<file path="src/rtl/core/pfe_pkg.sv">
package pfe_pkg;

   localparam int FIELD_W = 29;
   localparam int VARINT_W = 32;
   localparam logic [FIELD_W-1:0] TARGET_FIELD_RESET = 29'd101;
   localparam logic [2:0] VARINT_LAST_BYTE = 3'd4;

   localparam logic [2:0] WT_VARINT = 3'd0;
   localparam logic [2:0] WT_FIXED64 = 3'd1;
   localparam logic [2:0] WT_LEN = 3'd2;
   localparam logic [2:0] WT_FIXED32 = 3'd5;

   typedef enum logic [2:0] {
      PH_KEY = 3'd0,
      PH_VAL = 3'd1,
      PH_LEN = 3'd2,
      PH_FIXED = 3'd3,
      PH_PAYLOAD = 3'd4,
      PH_HALT = 3'd5
   } phase_type;

   typedef enum logic [2:0] {
      ST_OK = 3'd0,
      ST_TRUNC = 3'd1,
      ST_LONG = 3'd2,
      ST_WIRE = 3'd3,
      ST_OVERRUN = 3'd4
   } status_type;

   typedef struct packed {
      logic [7:0] byte_in;
      logic msg_start;
      logic [15:0] msg_length;
   } req_item_type;

   typedef struct packed {
      logic payload_valid;
      logic [7:0] payload_byte;
      logic payload_last;
      logic msg_done;
      logic [2:0] scan_status;
   } rsp_item_type;

   // bit offset of the next 7-bit varint group
   function automatic logic [4:0] varint_shift(input logic [2:0] count);
      logic [4:0] sh;
      unique case (count)
         3'd0: sh = 5'd0;
         3'd1: sh = 5'd7;
         3'd2: sh = 5'd14;
         3'd3: sh = 5'd21;
         3'd4: sh = 5'd28;
         default: sh = 5'd0;
      endcase
      return sh;
   endfunction

endpackage

</file>
<file path="src/rtl/core/pfe_chan_if.sv">
interface pfe_chan_if #(parameter type data_type = logic);
   logic valid;
   logic ready;
   data_type data;

   modport source(output valid, output data, input ready);
   modport sink(input valid, input data, output ready);
endinterface

</file>
<file path="src/rtl/core/pfe_in_stage.sv">
module pfe_in_stage (
   input logic clock,
   input logic reset,
   input logic in_valid,
   input pfe_pkg::req_item_type in_data,
   output logic in_ready,
   input logic step,
   output logic item_valid,
   output pfe_pkg::req_item_type item
);
   import pfe_pkg::*;

   logic valid_ff;
   req_item_type data_ff;

   assign in_ready = !valid_ff || step;
   assign item_valid = valid_ff;
   assign item = data_ff;

   always_ff @(posedge clock) begin
      if (reset) begin
         valid_ff <= 1'b0;
      end else if (in_valid && in_ready) begin
         valid_ff <= 1'b1;
      end else if (step) begin
         valid_ff <= 1'b0;
      end
   end

   always_ff @(posedge clock) begin
      if (in_valid && in_ready) begin
         data_ff <= in_data;
      end
   end
endmodule

</file>
<file path="src/rtl/core/pfe_parser.sv">
module pfe_parser #(
   parameter int LENGTH_BITS = 16
) (
   input logic clock,
   input logic reset,
   input logic csr_wr_en,
   input logic [pfe_pkg::FIELD_W-1:0] csr_wr_data,
   input logic item_valid,
   input pfe_pkg::req_item_type item,
   input logic step,
   output logic has_result,
   output pfe_pkg::rsp_item_type result
);
   import pfe_pkg::*;

   logic [FIELD_W-1:0] target_ff;
   phase_type phase_ff, phase_in, phase_e;
   logic [VARINT_W-1:0] acc_ff, acc_in, acc_e, acc_new;
   logic [2:0] cnt_ff, cnt_in, cnt_e, cnt_new;
   logic match_ff, match_in, match_e;
   logic [LENGTH_BITS-1:0] rem_ff, rem_in, rem_e, rem_after, len;
   logic [LENGTH_BITS-1:0] skip_ff, skip_in, skip_e, need;
   status_type halt_ff, halt_in, halt_e, st;
   logic active, v_done, v_long, done, pv, pl;
   logic [7:0] pb;

   always_comb begin
      len = LENGTH_BITS'(item.msg_length);
      if (len == '0) begin
         len = LENGTH_BITS'(1);
      end
      active = item_valid && (item.msg_start || rem_ff != '0);

      phase_e = item.msg_start ? PH_KEY : phase_ff;
      acc_e = item.msg_start ? '0 : acc_ff;
      cnt_e = item.msg_start ? 3'd0 : cnt_ff;
      match_e = item.msg_start ? 1'b0 : match_ff;
      skip_e = item.msg_start ? '0 : skip_ff;
      halt_e = item.msg_start ? ST_OK : halt_ff;
      rem_e = item.msg_start ? len : rem_ff;
      rem_after = rem_e - LENGTH_BITS'(1);

      acc_new = acc_e | (VARINT_W'(item.byte_in[6:0]) << varint_shift(cnt_e));
      cnt_new = cnt_e + 3'd1;
      v_done = !item.byte_in[7];
      v_long = item.byte_in[7] && (cnt_e == VARINT_LAST_BYTE);
      need = (acc_new[2:0] == WT_FIXED64) ? LENGTH_BITS'(8) : LENGTH_BITS'(4);

      phase_in = phase_e;
      acc_in = acc_e;
      cnt_in = cnt_e;
      match_in = match_e;
      skip_in = skip_e;
      halt_in = halt_e;
      pv = 1'b0;
      pb = 8'd0;
      pl = 1'b0;

      unique case (phase_e)
         PH_KEY: begin
            acc_in = acc_new;
            cnt_in = cnt_new;
            if (v_long) begin
               phase_in = PH_HALT;
               halt_in = ST_LONG;
            end else if (v_done) begin
               acc_in = '0;
               cnt_in = 3'd0;
               unique case (acc_new[2:0])
                  WT_VARINT: begin
                     phase_in = PH_VAL;
                  end
                  WT_FIXED64, WT_FIXED32: begin
                     if (rem_after < need) begin
                        phase_in = PH_HALT;
                        halt_in = ST_TRUNC;
                     end else begin
                        skip_in = need;
                        phase_in = PH_FIXED;
                     end
                  end
                  WT_LEN: begin
                     match_in = (acc_new[VARINT_W-1:3] == target_ff);
                     phase_in = PH_LEN;
                  end
                  default: begin
                     phase_in = PH_HALT;
                     halt_in = ST_WIRE;
                  end
               endcase
            end
         end
         PH_VAL: begin
            acc_in = acc_new;
            cnt_in = cnt_new;
            if (v_long) begin
               phase_in = PH_HALT;
               halt_in = ST_LONG;
            end else if (v_done) begin
               acc_in = '0;
               cnt_in = 3'd0;
               phase_in = PH_KEY;
            end
         end
         PH_LEN: begin
            acc_in = acc_new;
            cnt_in = cnt_new;
            if (v_long) begin
               phase_in = PH_HALT;
               halt_in = ST_LONG;
            end else if (v_done) begin
               acc_in = '0;
               cnt_in = 3'd0;
               if (acc_new > VARINT_W'(rem_after)) begin
                  phase_in = PH_HALT;
                  halt_in = ST_OVERRUN;
               end else if (acc_new == '0) begin
                  phase_in = PH_KEY;
               end else begin
                  skip_in = LENGTH_BITS'(acc_new);
                  phase_in = PH_PAYLOAD;
               end
            end
         end
         PH_FIXED: begin
            skip_in = skip_e - LENGTH_BITS'(1);
            if (skip_in == '0) begin
               phase_in = PH_KEY;
            end
         end
         PH_PAYLOAD: begin
            if (match_e) begin
               pv = 1'b1;
               pb = item.byte_in;
               pl = (skip_e == LENGTH_BITS'(1));
            end
            skip_in = skip_e - LENGTH_BITS'(1);
            if (skip_in == '0) begin
               phase_in = PH_KEY;
            end
         end
         PH_HALT: begin
         end
         default: begin
         end
      endcase

      done = (rem_after == '0);
      st = ST_OK;
      if (done) begin
         if (phase_in == PH_HALT) begin
            st = halt_in;
         end else if (phase_in == PH_KEY && cnt_in == 3'd0) begin
            st = ST_OK;
         end else begin
            st = ST_TRUNC;
         end
         phase_in = PH_KEY;
         acc_in = '0;
         cnt_in = 3'd0;
         match_in = 1'b0;
         skip_in = '0;
         halt_in = ST_OK;
      end
      rem_in = rem_after;

      has_result = active && (pv || done);
      result.payload_valid = pv;
      result.payload_byte = pb;
      result.payload_last = pl;
      result.msg_done = done;
      result.scan_status = st;
   end

   always_ff @(posedge clock) begin
      if (reset) begin
         target_ff <= TARGET_FIELD_RESET;
      end else if (csr_wr_en) begin
         target_ff <= csr_wr_data;
      end
   end

   always_ff @(posedge clock) begin
      if (reset) begin
         phase_ff <= PH_KEY;
         acc_ff <= '0;
         cnt_ff <= 3'd0;
         match_ff <= 1'b0;
         rem_ff <= '0;
         skip_ff <= '0;
         halt_ff <= ST_OK;
      end else if (step && active) begin
         phase_ff <= phase_in;
         acc_ff <= acc_in;
         cnt_ff <= cnt_in;
         match_ff <= match_in;
         rem_ff <= rem_in;
         skip_ff <= skip_in;
         halt_ff <= halt_in;
      end
   end
endmodule

</file>
<file path="src/rtl/core/pfe_out_stage.sv">
module pfe_out_stage (
   input logic clock,
   input logic reset,
   input logic load,
   input pfe_pkg::rsp_item_type load_data,
   output logic out_valid,
   input logic out_ready,
   output pfe_pkg::rsp_item_type out_data
);
   import pfe_pkg::*;

   logic valid_ff;
   rsp_item_type data_ff;

   assign out_valid = valid_ff;
   assign out_data = data_ff;

   always_ff @(posedge clock) begin
      if (reset) begin
         valid_ff <= 1'b0;
      end else if (load) begin
         valid_ff <= 1'b1;
      end else if (out_ready) begin
         valid_ff <= 1'b0;
      end
   end

   always_ff @(posedge clock) begin
      if (load) begin
         data_ff <= load_data;
      end
   end
endmodule

</file>
<file path="src/rtl/core/protobuf_field_extractor_top.sv">
// Protobuf wire-format scanner, one message byte per req beat. A beat with msg_start set
// opens a message of msg_length bytes (0 counts as 1) and abandons any message in flight;
// beats outside a message are dropped. Keys, varints (5 bytes max), fixed64/fixed32 and
// length-delimited fields are walked; only the payload bytes of the length-delimited field
// numbered csr_wr_data (reset 101) come out as rsp beats with payload_last on the final one.
// The final byte of a message gives a beat with msg_done and scan_status (0 clean,
// 1 truncated, 2 varint too long, 3 bad wire type, 4 length overrun); after an error the
// rest of the message is swallowed. Throughput is one byte per clock while rsp backpressure
// does not hold the rsp register: an input register, a single pass of parser logic and an
// output register that drives rsp valid. A byte that makes a beat waits in the input
// register while the rsp register is held by rsp backpressure. Write the target field only
// while no message is in flight.
module protobuf_field_extractor_top #(
   parameter int LENGTH_BITS = 16
) (
   input logic clock,
   input logic reset,
   input logic csr_wr_en,
   input logic [pfe_pkg::FIELD_W-1:0] csr_wr_data,
   pfe_chan_if.sink req_bus,
   pfe_chan_if.source rsp_bus
);
   import pfe_pkg::*;

   logic item_valid, step, has_result, out_valid;
   req_item_type item;
   rsp_item_type result, out_data;

   assign step = item_valid && (!has_result || !out_valid || rsp_bus.ready);
   assign rsp_bus.valid = out_valid;
   assign rsp_bus.data = out_data;

   pfe_in_stage u_in (
      .clock(clock),
      .reset(reset),
      .in_valid(req_bus.valid),
      .in_data(req_bus.data),
      .in_ready(req_bus.ready),
      .step(step),
      .item_valid(item_valid),
      .item(item)
   );

   pfe_parser #(.LENGTH_BITS(LENGTH_BITS)) u_parser (
      .clock(clock),
      .reset(reset),
      .csr_wr_en(csr_wr_en),
      .csr_wr_data(csr_wr_data),
      .item_valid(item_valid),
      .item(item),
      .step(step),
      .has_result(has_result),
      .result(result)
   );

   pfe_out_stage u_out (
      .clock(clock),
      .reset(reset),
      .load(step && has_result),
      .load_data(result),
      .out_valid(out_valid),
      .out_ready(rsp_bus.ready),
      .out_data(out_data)
   );
endmodule

</file>
<file path="src/flat_wrapper.sv">
// flat-port wrapper written by rule: the top's interface ports become plain ports
module protobuf_field_extractor_top_flat import pfe_pkg::*;
#(
   parameter int LENGTH_BITS = 16
)
  (clock, reset, csr_wr_en, csr_wr_data, req_bus_valid, req_bus_data, req_bus_ready, rsp_bus_valid, rsp_bus_data, rsp_bus_ready);
  pfe_chan_if req_bus_i ();
  pfe_chan_if rsp_bus_i ();
  input logic clock;
  input logic reset;
  input logic csr_wr_en;
  input logic [pfe_pkg::FIELD_W-1:0] csr_wr_data;
  input wire logic [$bits(req_bus_i.valid)-1:0] req_bus_valid;
  input wire logic [$bits(req_bus_i.data)-1:0] req_bus_data;
  output wire logic [$bits(req_bus_i.ready)-1:0] req_bus_ready;
  output wire logic [$bits(rsp_bus_i.valid)-1:0] rsp_bus_valid;
  output wire logic [$bits(rsp_bus_i.data)-1:0] rsp_bus_data;
  input wire logic [$bits(rsp_bus_i.ready)-1:0] rsp_bus_ready;
  assign req_bus_i.valid = req_bus_valid;
  assign req_bus_i.data = req_bus_data;
  assign req_bus_ready = req_bus_i.ready;
  assign rsp_bus_valid = rsp_bus_i.valid;
  assign rsp_bus_data = rsp_bus_i.data;
  assign rsp_bus_i.ready = rsp_bus_ready;
  protobuf_field_extractor_top #(.LENGTH_BITS(LENGTH_BITS)) u_core (.clock(clock), .reset(reset), .csr_wr_en(csr_wr_en), .csr_wr_data(csr_wr_data), .req_bus(req_bus_i), .rsp_bus(rsp_bus_i));
endmodule
</file>
<file path="config.mk">
export PLATFORM = sky130hd
export DESIGN_NAME = protobuf_field_extractor_top_flat
export DESIGN_NICKNAME = d
export VERILOG_FILES = /design/src/rtl/core/pfe_pkg.sv /design/src/rtl/core/pfe_chan_if.sv /design/src/rtl/core/pfe_in_stage.sv /design/src/rtl/core/pfe_parser.sv /design/src/rtl/core/pfe_out_stage.sv /design/src/rtl/core/protobuf_field_extractor_top.sv /design/src/flat_wrapper.sv
export SDC_FILE = /design/constraint.sdc
export NUM_CORES = 1
export LEC_CHECK = 0
export ABC_AREA = 1
export BUFFER_PORTS_ARGS = -buffer_cell sky130_fd_sc_hd__buf_2
export CAP_MARGIN = 5
export CORE_ASPECT_RATIO = 1.1
export CORE_MARGIN = 3
export CORE_UTILIZATION = 60
export DETAILED_ROUTE_END_ITERATION = 8
export GPL_TIMING_DRIVEN = 0
export PLACE_DENSITY = 0.82
export SLEW_MARGIN = 20
export SYNTH_ARGS = -nofsm -noshare
export SYNTH_HDL_FRONTEND = slang
export SYNTH_SLANG_ARGS = --single-unit
</file>
<file path="constraint.sdc">
create_clock -name clock -period 4.8 [get_ports clock]
set_input_delay 0.72 -clock clock [delete_from_list [all_inputs] [get_ports clock]]
set_output_delay 0.72 -clock clock [all_outputs]
set_load 0.05 [all_outputs]
</file>
==> out/summary.log <==
qor: sta.min_period_over_period 64.1%
qor: drt.dr.first_iter.drc_count 183
qor: placement.place.gp.congestion 0.907
qor: cells_and_area.finish.utilization 67.9%
qor: floorplan.die_area 5510 um2
qor: run.timing.max_cap.violations 0
qor: synthesis.synth.lib_cells_used.distinct 40
qor: power_and_ir_drop.internal_power 542 uW
qor: placement.dp_worst_setup_slack 2.04 ns
qor: clocking.clk_transition_reported_paths 0.08 ns
qor: clocking.htree_levels 2
qor: critical_path.reg2reg_from u_core.u_parser.skip_ff[0]$_SDFFE_PP0P_
qor: critical_path.setup.worst_path.class register to output port
qor: sta.final.setup.worst_slack 1.72 ns
qor: sta.final_max_slew_viol_count 0
qor: cells_and_area.area_growth_syn_to_layout 6.36%
qor: hold_path.worstHoldStart u_core.u_parser.halt_ff[0]$_SDFFE_PP0P_
qor: synthesis.synth_seq_cells 43
qor: global_routing.grt_util_all_layers 23.3%
qor: sta.hold_viol 0
qor: critical_path.timing.critical_path.to_type output port
qor: power_and_ir_drop.powerDensity 274 nW/um2
qor: global_routing.grt_pass1_vias 2330
qor: hold_path.timing.hold.worst_path_depth 2
qor: drt.drt_drc_violations_left 0
qor: sta.tns 0 ns
qor: placement.port_buffers 5
qor: synthesis.yosys_warnings 0
qor: global_routing.grt_start_max_net_pins 14
qor: clocking.postCtsSetupBuffers 0
qor: global_routing.initial_antenna_violation_count 0
qor: clocking.clock_tree.root_cell clkbuf_8
qor: power_and_ir_drop.irDropWorstVdd 0.000187 V
qor: power_and_ir_drop.power.share.combinational 24.4%
qor: power_and_ir_drop.total_power 814 uW
qor: hold_path.hold_path_class register to register
qor: cells_and_area.drive_gt1_share 13.9%
qor: hold_path.min_delay_worst_endpoint u_core.u_parser.halt_ff[0]$_SDFFE_PP0P_
qor: power_and_ir_drop.share_seq_of_total_power 47.7%
qor: power_and_ir_drop.pwr-share-clk 27.9%
qor: sta.setup_repair_after_global_routing_missed_its_margin false
qor: synthesis.postSynthAreaPerCell 6.57 um2
qor: clocking.cts_tree done
qor: sta.minimum_clock_period_after_layout 3.08 ns
qor: synthesis.ys_seq_area_share 31.2%
qor: critical_path.path_max_fanout 4
qor: sta.worst_clk_skew 0.00525 ns
qor: synthesis.synth_cells 425
qor: floorplan.die_h 77.6 um
qor: clocking.post_cts_resize_count 0
qor: drt.vias 2589
qor: sta.setup_viol 0
qor: drt.first_pass_iters 4
qor: synthesis.synth_area 2790 um2
qor: cells_and_area.final_common_cell nand2_1
qor: critical_path.cp_data_arrival_time 2.36 ns
qor: status.result_of_the_run finished, final reports clean
qor: clocking.skew_pair_late_insertion_delay 0.30 ns
qor: cells_and_area.num-nets-final 476
qor: clocking.number_of_buffers_inserted_during_clock_tree_synthesis 5
qor: power_and_ir_drop.power_switching_share 33.4%
qor: drt.detail_route.wirelength 5980 um
qor: global_routing.global_route_wire_length_before_repair 10500 um
qor: cells_and_area.num_antenna_cells 0
qor: floorplan.coreArea 4380 um2
qor: synthesis.syn-num-nets 464
qor: clocking.hold_buffers 0
qor: sta.tightest_slew 0.709 ns
qor: clocking.numClockSinks 43
qor: sta.max_clock_freq 0.325 GHz
qor: critical_path.reg2reg_to u_core.u_out.out_data[0]$_SDFFCE_PP0P_
qor: cells_and_area.mostFrequentLayoutCells nand2_1, nor2_1, inv_1
qor: floorplan.die_x 71.1 um
qor: floorplan.io-pin-count 38
qor: critical_path.reg2reg_slack 2.28 ns
qor: critical_path.critical_path_start_type register
qor: drt.avgViaCountPerCell 5.26
qor: power_and_ir_drop.leakage_power_summed_over_all_cells 0.00140 uW
qor: critical_path.critical_path_required 4.08 ns
qor: power_and_ir_drop.net-switching-power 272 uW
qor: drt.detail_route.wl_per_cell 12.1 um
qor: critical_path.ff2ff_path_depth 15
qor: sta.slew_headroom 52.7%
qor: floorplan.placement_rows 25
qor: global_routing.grt-ovfl-total 0
qor: drt.post_route_ant_nets 0
qor: clocking.cts.path.max_buffers 2
qor: placement.dp_hpwl 4580 um
qor: floorplan.floorplan.initialDensity 63.8%
critical path: stages (launching register included):
cell,delay [ns]
dfxtp_1,0.37
inv_1,0.12
ha_1,0.28
xnor2_1,0.19
nand2_1,0.07
nor2_1,0.12
nand2_1,0.08
nor2_1,0.10
nand2_1,0.07
nor2_2,0.13
nand2_4,0.09
nand2_4,0.08
nand3_2,0.11
buf_2,0.25
flip-flops by register name (all words and copies together), names as in the netlist:
signal                    count
u_core.u_parser.halt_ff       1
u_core.u_in.item_valid        1
u_core.u_parser.match_ff      1
u_core.u_parser.phase_ff      3
u_core.u_out.out_data         1
u_core.u_parser.rem_ff       16
u_core.u_parser.cnt_ff        3
u_core.u_parser.skip_ff      16
u_core.u_out.out_valid        1
metal layers:
metal | global-route usage (%) | part of all wire, % | up-vias
met5 | 0 | 0 | -
met2 | 37.1 | 45 | 50
li1 | - | - | 1364
met4 | 5.83 | 1.3 | 0
met1 | 32.4 | 49 | 1166
met3 | 4.40 | 4.3 | 9
logic make-up (layout without fill, tap and decap cells):
kind of cell / Yosys count / after routing / synth area share [%]
buffers and inverters: 64 / 77 / 9.99
and+or+nand+nor: 238 / 238 / 39.2
adders and majority gates: 4 / 4 / 1.79
AOI/OAI and AO/OA: 64 / 64 / 14.1
xor gates and xnor gates: 12 / 12 / 3.76
DFF: 43 / 43 / 31.2
power groups by stage:
stage	Combinational, uW	Sequential, uW	Clock [uW]
final	198	388	227
after global routing	225	391	248
after CTS	197	388	231
after detailed placement	197	396	0
after global placement	192	396	0
after floorplan	162	393	0
area by class of cell:
type                    instances  area (um2)
plain buffers                  10        76.3
clock buffers                   6        72.6
clock inverters                 2        12.5
fillers                       388        1410
inverters                      54         203
multi-input cells             318        1640
flip-flops and latches         43         871
well taps                      54        67.6
repair buffers                  5        25.0
metrics by stage:
step	cell area, um2	instances	hold WS (ns)
6_report	2970	492	0.441
5_1_grt	2970	492	0.471
4_1_cts	2970	492	0.447
3_5_place_dp	2890	484	0.434
3_3_place_gp	2890	484	0.431
2_1_floorplan	2790	425	0.416
how the worst max path moves through the flow:
| stage | startpoint | to | slack [ns] |
|---|---|---|---|
| after floorplan | u_core.u_parser.rem_ff[0]$_SDFFE_PP0P_ | req_bus_ready | 2.31 |
| after global placement | u_core.u_parser.rem_ff[0]$_SDFFE_PP0P_ | req_bus_ready | 2.08 |
| after detailed placement | u_core.u_parser.rem_ff[0]$_SDFFE_PP0P_ | req_bus_ready | 2.04 |
| after CTS | u_core.u_parser.rem_ff[0]$_SDFFE_PP0P_ | req_bus_ready | 1.71 |
| after global routing | u_core.u_parser.rem_ff[0]$_SDFFE_PP0P_ | req_bus_ready | 1.53 |
| final | u_core.u_parser.rem_ff[0]$_SDFFE_PP0P_ | req_bus_ready | 1.72 |
cell usage after synthesis, drive strengths merged:
master   number  area share, %
nand2       119             18
nor2         76             12
inv          54            7.3
dfxtp        42             30
a21oi        36            8.2
o21ai        25            5.0
nand3        22            4.3
xnor2         8            2.5
buf           5            2.1
clkbuf        5           0.67
nand3b        5            1.3
ha            4            1.8
nand4         4           0.90
nor3          4           0.90
xor2          4            1.3
or2           3           0.67
and2          1           0.22
and3          1           0.22
and3b         1           0.31
edfxtp        1            1.1
nand2b        1           0.22
nor4          1           0.22
o2111ai       1           0.31
o21a          1           0.27
o31ai         1           0.27
No activity file was read; power rests on OpenSTA's default activity.
